## src/design/idp_pkg.sv

```systemverilog
`default_nettype none

package idp_pkg;

   // field and datapath widths
   localparam int CHAR_W   = 8;
   localparam int WHOLE_W  = 40;
   localparam int FRAC_W   = 30;
   localparam int CNT_W    = 4;
   localparam int SECS_W   = 25;
   localparam int VAL_W    = 63;
   localparam int DUR_W    = 64;
   localparam int TDATA_IN_W  = 8;
   localparam int TDATA_OUT_W = 64;
   localparam int TUSER_OUT_W = 2;

   // fraction digits kept after the decimal mark (0 to 9)
   localparam logic [CNT_W-1:0] FRACTION_DIGITS = 4'd9;
   localparam logic [CNT_W-1:0] MAX_FRAC_DIGITS = 4'd9;

   localparam logic [WHOLE_W-1:0] WHOLE_MAX  = {WHOLE_W{1'b1}};
   localparam logic [VAL_W-1:0]   TOTAL_MAX  = {VAL_W{1'b1}};
   // nanoseconds in one second
   localparam logic [FRAC_W-1:0]  NS_SCALE   = 30'd1_000_000_000;

   // unit lengths in seconds
   localparam logic [SECS_W-1:0] SECS_YEAR   = 25'd31_536_000;
   localparam logic [SECS_W-1:0] SECS_MONTH  = 25'd2_592_000;
   localparam logic [SECS_W-1:0] SECS_WEEK   = 25'd604_800;
   localparam logic [SECS_W-1:0] SECS_DAY    = 25'd86_400;
   localparam logic [SECS_W-1:0] SECS_HOUR   = 25'd3_600;
   localparam logic [SECS_W-1:0] SECS_MINUTE = 25'd60;
   localparam logic [SECS_W-1:0] SECS_SECOND = 25'd1;

   // per-word control that rides along the pipeline
   typedef struct packed {
      logic tv;     // this word closed a number-unit pair
      logic last;   // final character of the string
      logic neg;    // leading minus seen
      logic clamp;  // some saturation happened on this word
   } ctl_type;

   // parsed number-unit pair leaving the parser
   typedef struct packed {
      ctl_type              ctl;
      logic [WHOLE_W-1:0]   whole;
      logic [FRAC_W-1:0]    frac;
      logic [CNT_W-1:0]     cnt;
      logic [SECS_W-1:0]    secs;
   } parse_term_type;

   // scaled pair in nanoseconds, ready to accumulate
   typedef struct packed {
      ctl_type            ctl;
      logic [VAL_W-1:0]   value;
   } value_term_type;

   // power of ten for scaling a fraction up to nanoseconds
   function automatic logic [FRAC_W-1:0] pow10(input logic [CNT_W-1:0] idx);
      logic [FRAC_W-1:0] r;
      case (idx)
         4'd0:    r = 30'd1;
         4'd1:    r = 30'd10;
         4'd2:    r = 30'd100;
         4'd3:    r = 30'd1_000;
         4'd4:    r = 30'd10_000;
         4'd5:    r = 30'd100_000;
         4'd6:    r = 30'd1_000_000;
         4'd7:    r = 30'd10_000_000;
         4'd8:    r = 30'd100_000_000;
         4'd9:    r = 30'd1_000_000_000;
         default: r = 30'd1;
      endcase
      return r;
   endfunction

endpackage

`default_nettype wire

```

## src/design/idp_parse.sv

```systemverilog
`default_nettype none

module idp_parse (
   input  wire logic                          clock,
   input  wire logic                          reset,
   input  wire logic                          adv,
   input  wire logic                          req_tvalid,
   input  wire logic [idp_pkg::CHAR_W-1:0]    char_code,
   input  wire logic                          last_char,
   output logic                               a_valid_ff,
   output idp_pkg::parse_term_type            a_term_ff
);
   import idp_pkg::*;

   localparam logic [1:0] PH_START  = 2'd0;
   localparam logic [1:0] PH_WANT_P = 2'd1;
   localparam logic [1:0] PH_BODY   = 2'd2;
   localparam logic [1:0] PH_HALT   = 2'd3;

   localparam logic [CHAR_W-1:0] CH_MINUS = 8'h2D;
   localparam logic [CHAR_W-1:0] CH_DOT   = 8'h2E;
   localparam logic [CHAR_W-1:0] CH_COMMA = 8'h2C;
   localparam logic [CHAR_W-1:0] CH_ZERO  = 8'h30;
   localparam logic [CHAR_W-1:0] CH_NINE  = 8'h39;
   localparam logic [CHAR_W-1:0] CH_P     = 8'h50;
   localparam logic [CHAR_W-1:0] CH_T     = 8'h54;
   localparam logic [CHAR_W-1:0] CH_Y     = 8'h59;
   localparam logic [CHAR_W-1:0] CH_M     = 8'h4D;
   localparam logic [CHAR_W-1:0] CH_W     = 8'h57;
   localparam logic [CHAR_W-1:0] CH_D     = 8'h44;
   localparam logic [CHAR_W-1:0] CH_H     = 8'h48;
   localparam logic [CHAR_W-1:0] CH_S     = 8'h53;

   logic [1:0]          phase_ff, phase_in;
   logic                neg_ff, neg_in;
   logic                time_ff, time_in;
   logic                started_ff, started_in;
   logic                mark_ff, mark_in;
   logic [WHOLE_W-1:0]  whole_ff, whole_in;
   logic [FRAC_W-1:0]   frac_ff, frac_in;
   logic [CNT_W-1:0]    cnt_ff, cnt_in;

   logic                accept;
   logic                is_digit;
   logic [3:0]          digit;
   logic [WHOLE_W+3:0]  whole_ext;
   logic [WHOLE_W+3:0]  whole_x10;
   logic [FRAC_W-1:0]   frac_x10;
   logic [SECS_W-1:0]   unit_secs;
   parse_term_type      a_term_in;

   assign accept    = req_tvalid && adv;
   assign is_digit  = (char_code >= CH_ZERO) && (char_code <= CH_NINE);
   assign digit     = 4'(char_code - CH_ZERO);
   assign whole_ext = {4'b0, whole_ff};
   assign whole_x10 = (whole_ext << 3) + (whole_ext << 1) + (WHOLE_W+4)'(digit);
   assign frac_x10  = (frac_ff << 3) + (frac_ff << 1) + FRAC_W'(digit);

   // unit letter to seconds; zero means no unit
   always_comb begin
      unique case (char_code)
         CH_Y:    unit_secs = SECS_YEAR;
         CH_M:    unit_secs = time_ff ? SECS_MINUTE : SECS_MONTH;
         CH_W:    unit_secs = SECS_WEEK;
         CH_D:    unit_secs = SECS_DAY;
         CH_H:    unit_secs = SECS_HOUR;
         CH_S:    unit_secs = SECS_SECOND;
         default: unit_secs = '0;
      endcase
   end

   // character decode and number build-up
   always_comb begin
      phase_in   = phase_ff;
      neg_in     = neg_ff;
      time_in    = time_ff;
      started_in = started_ff;
      mark_in    = mark_ff;
      whole_in   = whole_ff;
      frac_in    = frac_ff;
      cnt_in     = cnt_ff;

      a_term_in.ctl.tv    = 1'b0;
      a_term_in.ctl.last  = last_char;
      a_term_in.ctl.clamp = 1'b0;
      a_term_in.whole     = whole_ff;
      a_term_in.frac      = frac_ff;
      a_term_in.cnt       = cnt_ff;
      a_term_in.secs      = unit_secs;

      unique case (phase_ff)
         PH_START: begin
            if (char_code == CH_MINUS) begin
               neg_in   = 1'b1;
               phase_in = PH_WANT_P;
            end else if (char_code == CH_P) begin
               phase_in = PH_BODY;
            end else begin
               phase_in = PH_HALT;
            end
         end
         PH_WANT_P: begin
            phase_in = (char_code == CH_P) ? PH_BODY : PH_HALT;
         end
         PH_BODY: begin
            if (is_digit) begin
               started_in = 1'b1;
               if (!mark_ff) begin
                  if (whole_x10 > {4'b0, WHOLE_MAX}) begin
                     whole_in            = WHOLE_MAX;
                     a_term_in.ctl.clamp = 1'b1;
                  end else begin
                     whole_in = whole_x10[WHOLE_W-1:0];
                  end
               end else if (cnt_ff < FRACTION_DIGITS && cnt_ff < MAX_FRAC_DIGITS) begin
                  frac_in = frac_x10;
                  cnt_in  = cnt_ff + 4'd1;
               end
            end else if ((char_code == CH_DOT || char_code == CH_COMMA) && !mark_ff) begin
               mark_in    = 1'b1;
               started_in = 1'b1;
            end else if (!started_ff) begin
               if (char_code == CH_T) begin
                  time_in = 1'b1;
               end else begin
                  phase_in = PH_HALT;
               end
            end else if (unit_secs == '0) begin
               phase_in = PH_HALT;
            end else begin
               // number-unit pair complete: hand it on, start a new number
               a_term_in.ctl.tv = 1'b1;
               started_in       = 1'b0;
               mark_in          = 1'b0;
               whole_in         = '0;
               frac_in          = '0;
               cnt_in           = '0;
            end
         end
         PH_HALT: begin
         end
         default: begin
            phase_in = PH_HALT;
         end
      endcase

      a_term_in.ctl.neg = neg_in;

      // end of string: back to the starting state
      if (last_char) begin
         phase_in   = PH_START;
         neg_in     = 1'b0;
         time_in    = 1'b0;
         started_in = 1'b0;
         mark_in    = 1'b0;
         whole_in   = '0;
         frac_in    = '0;
         cnt_in     = '0;
      end
   end

   // parser state
   always_ff @(posedge clock) begin
      if (reset) begin
         phase_ff   <= PH_START;
         neg_ff     <= 1'b0;
         time_ff    <= 1'b0;
         started_ff <= 1'b0;
         mark_ff    <= 1'b0;
         whole_ff   <= '0;
         frac_ff    <= '0;
         cnt_ff     <= '0;
      end else if (accept) begin
         phase_ff   <= phase_in;
         neg_ff     <= neg_in;
         time_ff    <= time_in;
         started_ff <= started_in;
         mark_ff    <= mark_in;
         whole_ff   <= whole_in;
         frac_ff    <= frac_in;
         cnt_ff     <= cnt_in;
      end
   end

   // stage A register
   always_ff @(posedge clock) begin
      if (reset) begin
         a_valid_ff <= 1'b0;
      end else if (adv) begin
         a_valid_ff <= accept;
      end
   end

   always_ff @(posedge clock) begin
      if (adv) begin
         a_term_ff <= a_term_in;
      end
   end

endmodule

`default_nettype wire

```

## config.mk

```make
export PLATFORM = sky130hd
export DESIGN_NAME = idp_parse
export DESIGN_NICKNAME = d
export VERILOG_FILES = /design/src/design/idp_pkg.sv /design/src/design/idp_parse.sv
export SDC_FILE = /design/constraint.sdc
export NUM_CORES = 1
export LEC_CHECK = 0
export ABC_CLOCK_PERIOD_IN_PS = 4570
export BUFFER_PORTS_ARGS = -buffer_cell sky130_fd_sc_hd__clkbuf_2
export CAP_MARGIN = 20
export CORE_MARGIN = 4
export CORE_UTILIZATION = 35
export CTS_CLUSTER_SIZE = 10
export DETAILED_ROUTE_END_ITERATION = 16
export SLEW_MARGIN = 20
export SYNTH_ARGS = -nofsm -noshare
export SYNTH_HDL_FRONTEND = slang
export SYNTH_SLANG_ARGS = --single-unit
```

## constraint.sdc

```tcl
create_clock -name clock -period 4.57 [get_ports clock]
set_clock_uncertainty 0.2 [all_clocks]
set_input_delay 0.914 -clock clock [delete_from_list [all_inputs] [get_ports clock]]
set_output_delay 0.914 -clock clock [all_outputs]
set_load 0.005 [all_outputs]
```

==> results of run 1 <==
==> cell families (layout without fill, tap and decap cells) <==
| family | after synthesis | after routing | share of synthesized area [%] |
|---|---|---|---|
| simple gates | 310 | 310 | 13.6 |
| xor+xnor | 55 | 55 | 4.37 |
| fa+ha+maj | 142 | 142 | 16.4 |
| mux | 4 | 4 | 0.374 |
| other cells | 1 | 3 | 0.0340 |
| flops | 174 | 174 | 40.0 |
| compound gates | 359 | 359 | 21.3 |
| buf+inv | 99 | 211 | 3.98 |
==> area by class of cell <==
type	count	share of cell area, %
Timing Repair Buffer	146	6.53
Clock inverter	15	1.35
Clock buffer	17	3.36
Inverter	33	0.977
Tap cell	396	3.91
Sequential cell	174	34.8
Multi-Input combinational cell	873	49.0
==> routing by layer <==
metal	vias to the layer above	GRT usage, %	part of all wire [%]
met4	2	3.41	0.91
li1	4483	-	-
met2	203	25.6	45
met3	20	3.34	4.9
met1	4215	22.6	49
met5	-	0	0.026
==> Yosys cell counts (8+ instances only) <==
cell and instances:
or3_1 13, nand4_1 13, xnor2_1 36, a21oi_1 99
o21ai_1 24, nor3_1 37, a21o_1 26, nor2b_1 8
buf_4 12, o21a_1 11, o21ai_0 60, dfxtp_1 81
ha_1 138, nand3_1 32, or2_2 9, inv_1 33
nand2_1 88, clkbuf_1 45, xor2_1 19, o211ai_1 13
a31oi_1 9, a211oi_1 30, nand2b_1 13, nor2_1 67
edfxtp_1 93, o21bai_1 8, a22oi_1 12
==> worst max-delay path, stage by stage <==
cell and delay (ns):
clkbuf_2 0.12, fa_1 0.50, fa_2 0.42, a21o_1 0.22
a2111oi_4 0.40, o41ai_2 0.12, o2111a_1 0.27, a211o_1 0.28
xor2_1 0.14, or4_4 0.53, buf_4 0.20, a211oi_1 0.29
o21ai_1 0.09
==> sequential cells by signal, summed over array words and instances (netlist names) <==
register and flops:
a_term_ff 93, whole_ff 40, frac_ff 30, cnt_ff 4, phase_ff 2, a_valid_ff 1
mark_ff 1, neg_ff 1, started_ff 1, time_ff 1
==> metrics by stage <==
| stage | setup TNS (ns) | hold slack [ns] | setup slack [ns] | utilization (%) |
|---|---|---|---|---|
| 2_1_floorplan | 0 | 0.209 | 0.0223 | - |
| 3_3_place_gp | -7.88 | 0.223 | -0.252 | 39.2 |
| 3_5_place_dp | -10.74 | 0.233 | -0.345 | 39.2 |
| 4_1_cts | 0 | 0.251 | 0.122 | 41.1 |
| 5_1_grt | 0 | 0.263 | 0.0477 | 41.1 |
| 6_report | 0 | 0.244 | 0.187 | 41.1 |
==> power by group <==
part | switching [uW] | total, uW | leakage (uW) | internal (uW)
sequential | 11.6 | 1680 | 0.00161 | 1670
combinational | 90.5 | 136 | 0.00383 | 45.3
clock | 704 | 1480 | 0.000286 | 778
==> worst max path at each step <==
stage / from / to / cells after the start
2_1_floorplan: char_code[3] / a_term_ff[99] / 13
3_3_place_gp: char_code[3] / whole_ff[1] / 13
3_5_place_dp: char_code[3] / whole_ff[16] / 13
4_1_cts: char_code[3] / whole_ff[16] / 13
5_1_grt: char_code[3] / whole_ff[1] / 13
6_report: char_code[3] / whole_ff[16] / 13
==> timing repair <==
item | CTS | global route
setup endpoints to repair | 0 | 12
setup buffers | 0 | 0
gates resized for setup | 0 | 1
==> results.json, run 1 <==
{
  "dieArea_um2": 34400,
  "vias": 8923,
  "peakVddDrop_v": 0.000277,
  "clock_tree.buffer_depth": 2,
  "yosys-top-cells-area": "edfxtp_1 (25%), ha_1 (16%), dfxtp_1 (15%)",
  "regArea_um2": 4410,
  "final_max_slew_viol_count": 0,
  "cts_tree": "done",
  "cts.sinks": 174,
  "drtPass1Iterations": 5,
  "syn_to_final_growth_pct": 14.9,
  "drive_above_1_share_pct": 16.5,
  "postRouteAntennaNets": 0,
  "fin_area_um2": 12700,
  "hpwl_mm": 20.5,
  "period_share_pct": 95.9,
  "hold_depth": 0,
  "drv_cap": 0,
  "route.detailed.drc": 0,
  "reg2reg_depth": 12,
  "place_area_um2": 12100,
  "grt_max_degree": 71,
  "coreArea_um2": 30800,
  "h-tree-depth": 4,
  "die_h_um": 186,
  "rrSetupSlack_ns": 0.37,
  "wirelength_mm": 27.3,
  "synth_ff_type": "edfxtp_1",
  "synth_top_area_share_pct": 25.3,
  "cts-root-buf": "clkbuf_16",
  "layout.cells.non_filler": 1654,
  "viasPerCell": 5.39,
  "antenna_found_initial": 1,
  "antenna-diode-count": 0,
  "dieWidth_um": 186,
  "hold_viol": 0,
  "synth_warnings": 0,
  "ys_seq_area_share_pct": 40.0,
  "final_common_cell": "ha_1",
  "grt_pass1_wl_mm": 44.6,
  "postCtsHoldBufs": 0,
  "yosysUniqueCellTypes": 76,
  "fin_nets": 1400,
  "total_power_uw": 3300,
  "num_rows": 64,
  "p_per_area_nw_per_um2": 260,
  "multiInputGateArea_um2": 6220,
  "wl_per_cell_um": 16.5,
  "grt.total_usage_pct": 16.0,
  "rsz0062_at_grt": "no",
  "synth_enable_flop_cells": 93,
  "hold_path_class": "reg2reg",
  "hold_start": "frac_ff[29]",
  "first_global_vias": 8648,
  "required_ns": 4.70,
  "synth_cells": 1144,
  "synthesis.area_um2": 11000,
  "worstSetupEndpointType": "register",
  "reg2reg_to": "whole_ff[16]",
  "insertion_delay_ns": 0.45,
  "crit_fanout": 9,
  "port_buffers": 113,
  "worst_pin_slew_ns": 0.947,
  "arrival_ns": 4.51,
  "leakage_uw": 0.00572,
  "finalSetupViolations": 0,
  "holdPathEnd": "a_term_ff[58]",
  "fmax_mhz": 228,
  "cts-buffers-inserted": 17,
  "yosys.area.top_type": "edfxtp_1",
  "dp.cells": 1622,
  "start_util_pct": 35.8,
  "max_slew_margin_pct": 36.9,
  "fin_crit_ns": 4.38,
  "io_pins": 117,
  "layout_common_cells": "ha_1 (138), clkbuf_2 (112), a21oi_1 (99)",
  "grt_overflow": 0,
  "drt_iter0_drc": 619,
  "critPathKind": "in2reg",
  "r2r_start": "whole_ff[0]",
  "avgSynthCellArea_um2": 9.64,
  "num-fill-cells": 3034,
  "clkSlewWorstSetupHoldPaths_ns": 0.07,
  "place_congestion": 0.866,
  "outcome": "finished clean",
  "ys_ff_latch": 174,
  "cp-start-kind": "input port",
  "synthArstFlopShare_pct": 0
}
(Power assumes the default switching activity.)
==> run 2: changes to the inputs <==
ABC_AREA = 1   (was unset)
==> run 2 against run 1 <==
Critical path depth up 3. Maximum frequency is 21% higher. Via count up 20%. Die area is 9.7% higher. Flip-flop and latch count did not move. Clock power is essentially flat. Sequential power hardly changed. Worst setup slack better by 0.76 ns. Cell count rose by 30%. Largest cell class unchanged. Highest routed layer is now met4.
==> results.json, run 2 <==
{
  "route.detailed.drc": 0,
  "hpwl_mm": 26.0,
  "synth_mux_area_share_pct": 0,
  "drt_iter0_drc": 605,
  "postRouteAntennaNets": 0,
  "hold_viol": 0,
  "cp-start-kind": "input port",
  "crit_chain": "clkbuf_2, fa_1, fa_1, nand3_1, nand2_1, nand2_1, nand2_1, nand3_1, nand3_1, nand2_1, nand2_1, nor2_4, buf_12, nand3_1, nand2_1, a21oi_1",
  "antenna_found_initial": 1,
  "synth_enable_flop_cells": 93,
  "regArea_um2": 4410,
  "synth_top_area_share_pct": 23.0,
  "wirelength_mm": 33.4,
  "port_buffers": 113,
  "largest_register_ff_count": 93,
  "fin_util_pct": 40.5,
  "yosys.area.top_type": "edfxtp_1",
  "viasPerCell": 4.95,
  "max_slew_margin_pct": 44.6,
  "arrival_ns": 3.73,
  "grt_max_degree": 54,
  "crit_path_max_incr_delay_ns": 0.56,
  "rsz0062_at_grt": "no",
  "die_h_um": 194,
  "grt.total_usage_pct": 17.7,
  "dieWidth_um": 194,
  "period_share_pct": 79.4,
  "num_rows": 67,
  "startpoint": "char_code[3]",
  "worst_pin_slew_ns": 0.831,
  "dieArea_um2": 37800,
  "endpoint": "whole_ff[18]",
  "finalSetupViolations": 0,
  "synthTopCellsByCount": "nand2_1 (478), inv_1 (172), a21oi_1 (150), ha_1 (138), nor2_1 (106)",
  "synth_fa_ha_area_share_pct": 14.9,
  "yosys.area_share.simple_pct": 28.5,
  "required_ns": 4.67,
  "critPathKind": "in2reg",
  "wl_per_cell_um": 15.5,
  "largest_register": "a_term_ff",
  "cts-root-buf": "clkbuf_16",
  "drive_above_1_share_pct": 13.2,
  "cts_resized": 0,
  "io_pins": 117,
  "synth_warnings": 0,
  "coreArea_um2": 33900,
  "fin_crit_ns": 3.63,
  "ys_seq_area_share_pct": 36.3,
  "cts-buffers-inserted": 17,
  "synth-compound-area-share_pct": 10.0,
  "reg2reg_to": "whole_ff[18]",
  "final_common_cell": "nand2_1",
  "crit_fanout": 41,
  "leakage_uw": 0.00683,
  "hold_path_class": "reg2reg",
  "layout_common_cells": "nand2_1 (478), inv_1 (172), a21oi_1 (150)",
  "synthArstFlopShare_pct": 0,
  "fin_nets": 1850,
  "avgSynthCellArea_um2": 7.64,
  "timing.setup.tns_ns": 0,
  "synthesis.area_um2": 12100,
  "start_util_pct": 35.9,
  "place_congestion": 0.895,
  "multiInputGateArea_um2": 6810,
  "fin_area_um2": 13700,
  "yosysMostFrequentCell": "nand2_1",
  "peakVddDrop_v": 0.000266,
  "grt_overflow": 0,
  "worstSetupEndpointType": "register",
  "postCtsHoldBufs": 0,
  "yosys-top-cells-area": "edfxtp_1 (23%), nand2_1 (15%), ha_1 (14%)",
  "critPathSlowestCell": "fa_1",
  "top_regs": "a_term_ff x93, whole_ff x40, frac_ff x30",
  "synthXorXnorAreaFrac_pct": 2.52,
  "rrSetupSlack_ns": 1.24,
  "h-tree-depth": 4,
  "grt_pass1_wl_mm": 54.9,
  "cts_tree": "done",
  "outcome": "finished clean",
  "intPower_uw": 2490,
  "antenna-diode-count": 0,
  "p_per_area_nw_per_um2": 242,
  "cts_setup_buffers": 0,
  "synth_cells": 1591,
  "dp_slack_ns": 0.505,
  "first_global_vias": 10557,
  "cts.sinks": 174,
  "fmax_mhz": 276,
  "seq_power_share_pct": 50.8,
  "p_sw_uw": 824,
  "num-fill-cells": 3508,
  "timing.final.ws_setup_ns": 0.943,
  "clock_tree.buffer_depth": 2,
  "drtPass1Iterations": 5,
  "synth_top_family_by_area": "simple AND/OR/NAND/NOR gates",
  "reg2reg_depth": 15,
  "p_comb_share_pct": 3.8,
  "syn_to_final_growth_pct": 12.8,
  "place_area_um2": 13100,
  "drv_cap": 0,
  "r2r_start": "whole_ff[2]",
  "pwr-share-clk_pct": 45.5,
  "yosysUniqueCellTypes": 49,
  "insertion_delay_ns": 0.46,
  "vias": 10670,
  "final_max_slew_viol_count": 0,
  "clkSlewWorstSetupHoldPaths_ns": 0.08,
  "ys_ff_latch": 174,
  "synth_ff_type": "edfxtp_1",
  "p_sw_share_pct": 24.8,
  "cpMostUsedCell": "nand2_1"
}
==> run 2: cell types whose count changed after synthesis, sizes merged, moves of 13 or more <==
cell    before  now
nor3        37   19
inv         33  178
xnor2       36   23
a21oi      102  153
or3         13    0
nand2       88  496
clkbuf      45    8
o21ai       84   44
a211oi      30    3
nor2        67  124
a21o        26    2
nand3       32  105
==> run 2: cell type report <==
cell class                 instances  share of cell area [%]
multi-input combinational       1201                    49.7
clock buffer                      17                    3.10
clock inverter                    15                    1.29
inverter                         178                    4.87
sequential                       174                    32.2
timing repair buffer             123                    4.78
tap                              448                    4.09
==> run 2: metal layers <==
metal  GRT usage, %  part of all wire, %  vias to the layer above  wire length [um]
met5              0                    0                        -                 0
li1               -                    -                     5498                 -
met4           4.38                  1.4                        0               481
met1           23.7                   48                     4947             15900
met2           30.4                   47                      192             15700
met3           2.65                  3.8                       33              1280
==> run 2: critical path: cells and delay by family <==
| family | cells | cell delay (ns) |
|---|---|---|
| AO/OA/AOI/OAI | 1 | 0.06 |
| AND/OR/NAND/NOR | 11 | 1.25 |
| adder cells (fa/ha/maj) | 2 | 1.06 |
| buffers and inverters | 2 | 0.43 |
==> run 2: logic make-up after synthesis <==
| kind of cell | after synthesis |
|---|---|
| buf+inv | 218 |
| flops | 174 |
| other cells | 1 |
| compound gates | 226 |
| simple gates | 795 |
| xor+xnor | 35 |
| fa+ha+maj | 142 |
==> run 2: worst min-delay path by stage <==
stage | from | end | slack [ns] | cells after the start
after floorplan | frac_ff[29] | a_term_ff[58] | 0.21 | 0
after global placement | frac_ff[29] | a_term_ff[58] | 0.22 | 0
after detailed placement | frac_ff[29] | a_term_ff[58] | 0.24 | 0
after CTS | frac_ff[29] | a_term_ff[58] | 0.26 | 0
after global routing | frac_ff[29] | a_term_ff[58] | 0.28 | 0
final | frac_ff[29] | a_term_ff[58] | 0.26 | 0
==> run 2: power groups by stage <==
stage                     registers, uW  clock network (uW)  logic, uW
after global placement             1720                   0        126
after detailed placement           1720                   0        127
after global routing               1690                1610        141
after CTS                          1680                1550        128
final                              1680                1510        125
after floorplan                    1720                   0       50.3
==> run 2: metrics by stage <==
stage | std cells | hold slack, ns | power (uW)
4_1_cts | 2156 | 0.264 | 3360
3_5_place_dp | 2124 | 0.236 | 1850
2_1_floorplan | 1593 | 0.209 | 1770
5_1_grt | 2156 | 0.280 | 3440
3_3_place_gp | 2124 | 0.216 | 1850
6_report | 2156 | 0.257 | 3320
==> run 3: changes to the inputs <==
ABC_CLOCK_PERIOD_IN_PS = 3700   (was 4570)
clock period = 3.7 ns   (was 4.57 ns; I/O delays follow)
==> run 3 against run 2 <==
Clock power is 24% higher. Critical path depth shrank 1. Count of clock-buffer cells in the layout unchanged. Total power rose by 24%. Worst setup slack lost 0.46 ns. Flip-flop and latch count unchanged. Die area unchanged. Hold slack worse by 0.037 ns. Global-route usage fell by 0.27 points.
==> results.json, run 3 (synthesis results as in run 2) <==
{
  "drt_iter0_drc": 629,
  "total_power_uw": 4100,
  "grt_pass1_wl_mm": 54.3,
  "period_share_pct": 86.9,
  "worstSetupEndpointType": "register",
  "die_h_um": 194,
  "path_buf_inv": 2,
  "dp_slack_ns": 0.0926,
  "critPathTopFamily": "compound AO/OA/AOI/OAI gates",
  "grt_overflow": 0,
  "cp-start-kind": "register",
  "final_common_cell": "nand2_1",
  "place_congestion": 0.931,
  "hold_start": "frac_ff[29]",
  "viasPerCell": 4.93,
  "vias": 10676,
  "seq_power_share_pct": 50.6,
  "crit_chain": "ha_1, ha_1, nand2_1, inv_1, a21oi_1, inv_1, a21oi_1, nor2_1, nor2_1, nand2_1, nand2_1, nand2_1, nand3_2, nand2_1, a21oi_1",
  "r2r_start": "whole_ff[15]",
  "timing.final.ws_setup_ns": 0.483,
  "io_pins": 117,
  "cts_tree": "done",
  "largest_register_ff_count": 93,
  "max_slew_margin_pct": 45.5,
  "fin_crit_ns": 3.22,
  "drtPass1Iterations": 7,
  "cts.sinks": 174,
  "p_comb_share_pct": 3.8,
  "hold_viol": 0,
  "finalSetupViolations": 0,
  "syn_to_final_growth_pct": 13.7,
  "leakage_uw": 0.00690,
  "fmax_mhz": 311,
  "intPower_uw": 3040,
  "layout_common_cells": "nand2_1 (478), inv_1 (172), a21oi_1 (150)",
  "pwr-share-clk_pct": 45.6,
  "layout.cells.non_filler": 2165,
  "clock_tree.buffer_depth": 2,
  "insertion_delay_ns": 0.45,
  "port_buffers": 113,
  "num_rows": 67,
  "grt_max_degree": 55,
  "cts_setup_buffers": 0,
  "drv_cap": 0,
  "dieArea_um2": 37800,
  "hpwl_mm": 25.9,
  "h-tree-depth": 4,
  "cts-buffers-inserted": 17,
  "required_ns": 3.89,
  "postCtsHoldBufs": 0,
  "arrival_ns": 3.40,
  "fin_util_pct": 40.8,
  "antenna-diode-count": 0,
  "worst_pin_slew_ns": 0.818,
  "crit_fanout": 4,
  "postRouteAntennaNets": 0,
  "drive_above_1_share_pct": 13.7,
  "coreArea_um2": 33900,
  "grt.total_usage_pct": 17.5,
  "dieWidth_um": 194,
  "outcome": "finished clean",
  "route.detailed.drc": 0,
  "wirelength_mm": 32.9,
  "timing.setup.tns_ns": 0,
  "cpMostUsedCell": "nand2_1",
  "wl_per_cell_um": 15.2,
  "hold_path_class": "reg2reg",
  "startpoint": "whole_ff[15]",
  "top_regs": "a_term_ff x93, whole_ff x40, frac_ff x30",
  "p_sw_uw": 1060,
  "critPathKind": "reg2reg",
  "final_max_slew_viol_count": 0,
  "rsz0062_at_grt": "no",
  "clkSlewWorstSetupHoldPaths_ns": 0.08,
  "cts_resized": 0,
  "fin_nets": 1859,
  "dp.cells": 2133,
  "crit_path_max_incr_delay_ns": 0.46,
  "cts-root-buf": "clkbuf_16",
  "p_per_area_nw_per_um2": 297,
  "critPathSlowestCell": "a21oi_1",
  "p_sw_share_pct": 25.9,
  "antenna_found_initial": 0,
  "first_global_vias": 10412,
  "largest_register": "a_term_ff",
  "peakVddDrop_v": 0.000325,
  "start_util_pct": 35.9
}
run 3: area by class of cell:
type / instances / area, um^2
Fill cell: 3556 / 20100
Tap cell: 448 / 561
Inverter: 178 / 668
Timing Repair Buffer: 132 / 748
Clock buffer: 17 / 425
Clock inverter: 15 / 191
Sequential cell: 174 / 4410
Multi-Input combinational cell: 1201 / 6810
run 3: routing by layer:
| metal | wire length [um] | share of wire (%) | global-route usage, % | up-vias |
|---|---|---|---|---|
| li1 | - | - | - | 5504 |
| met1 | 15700 | 48 | 23.3 | 4944 |
| met2 | 15300 | 46 | 29.6 | 201 |
| met3 | 1520 | 4.6 | 3.43 | 27 |
| met4 | 425 | 1.3 | 3.70 | 0 |
| met5 | 0 | 0 | 0 | - |
run 3: worst register-to-register path, stage by stage (launching register included):
cell and delay, ns:
dfxtp_1 0.42, ha_1 0.27, ha_1 0.37, nand2_1 0.17
inv_1 0.06, a21oi_1 0.30, inv_1 0.07, a21oi_1 0.46
nor2_1 0.12, nor2_1 0.24, nand2_1 0.09, nand2_1 0.06
nand2_1 0.07, nand3_2 0.07, nand2_1 0.05, a21oi_1 0.13
run 3: final timing paths:
path | cells after the start | endpoint | slack [ns]
worst max-delay path | 15 | whole_ff[31] | 0.48
worst max register to register | 15 | whole_ff[31] | 0.48
worst min register to register | 0 | a_term_ff[58] | 0.22
worst min-delay path | 0 | a_term_ff[58] | 0.22
run 3: through the flow:
stage / hold WS (ns) / cell area, um^2
floorplan: 0.209 / 12200
global placement: 0.217 / 13200
detailed placement: 0.220 / 13200
CTS: 0.225 / 13800
global route: 0.230 / 13800
finish: 0.220 / 13800
run 3: power groups by stage:
| stage | clock network [uW] | registers (uW) | logic (uW) |
|---|---|---|---|
| after floorplan | 0 | 2130 | 62.1 |
| after global placement | 0 | 2120 | 156 |
| after detailed placement | 0 | 2120 | 157 |
| after CTS | 1910 | 2080 | 158 |
| after global routing | 2000 | 2080 | 174 |
| final | 1870 | 2080 | 154 |
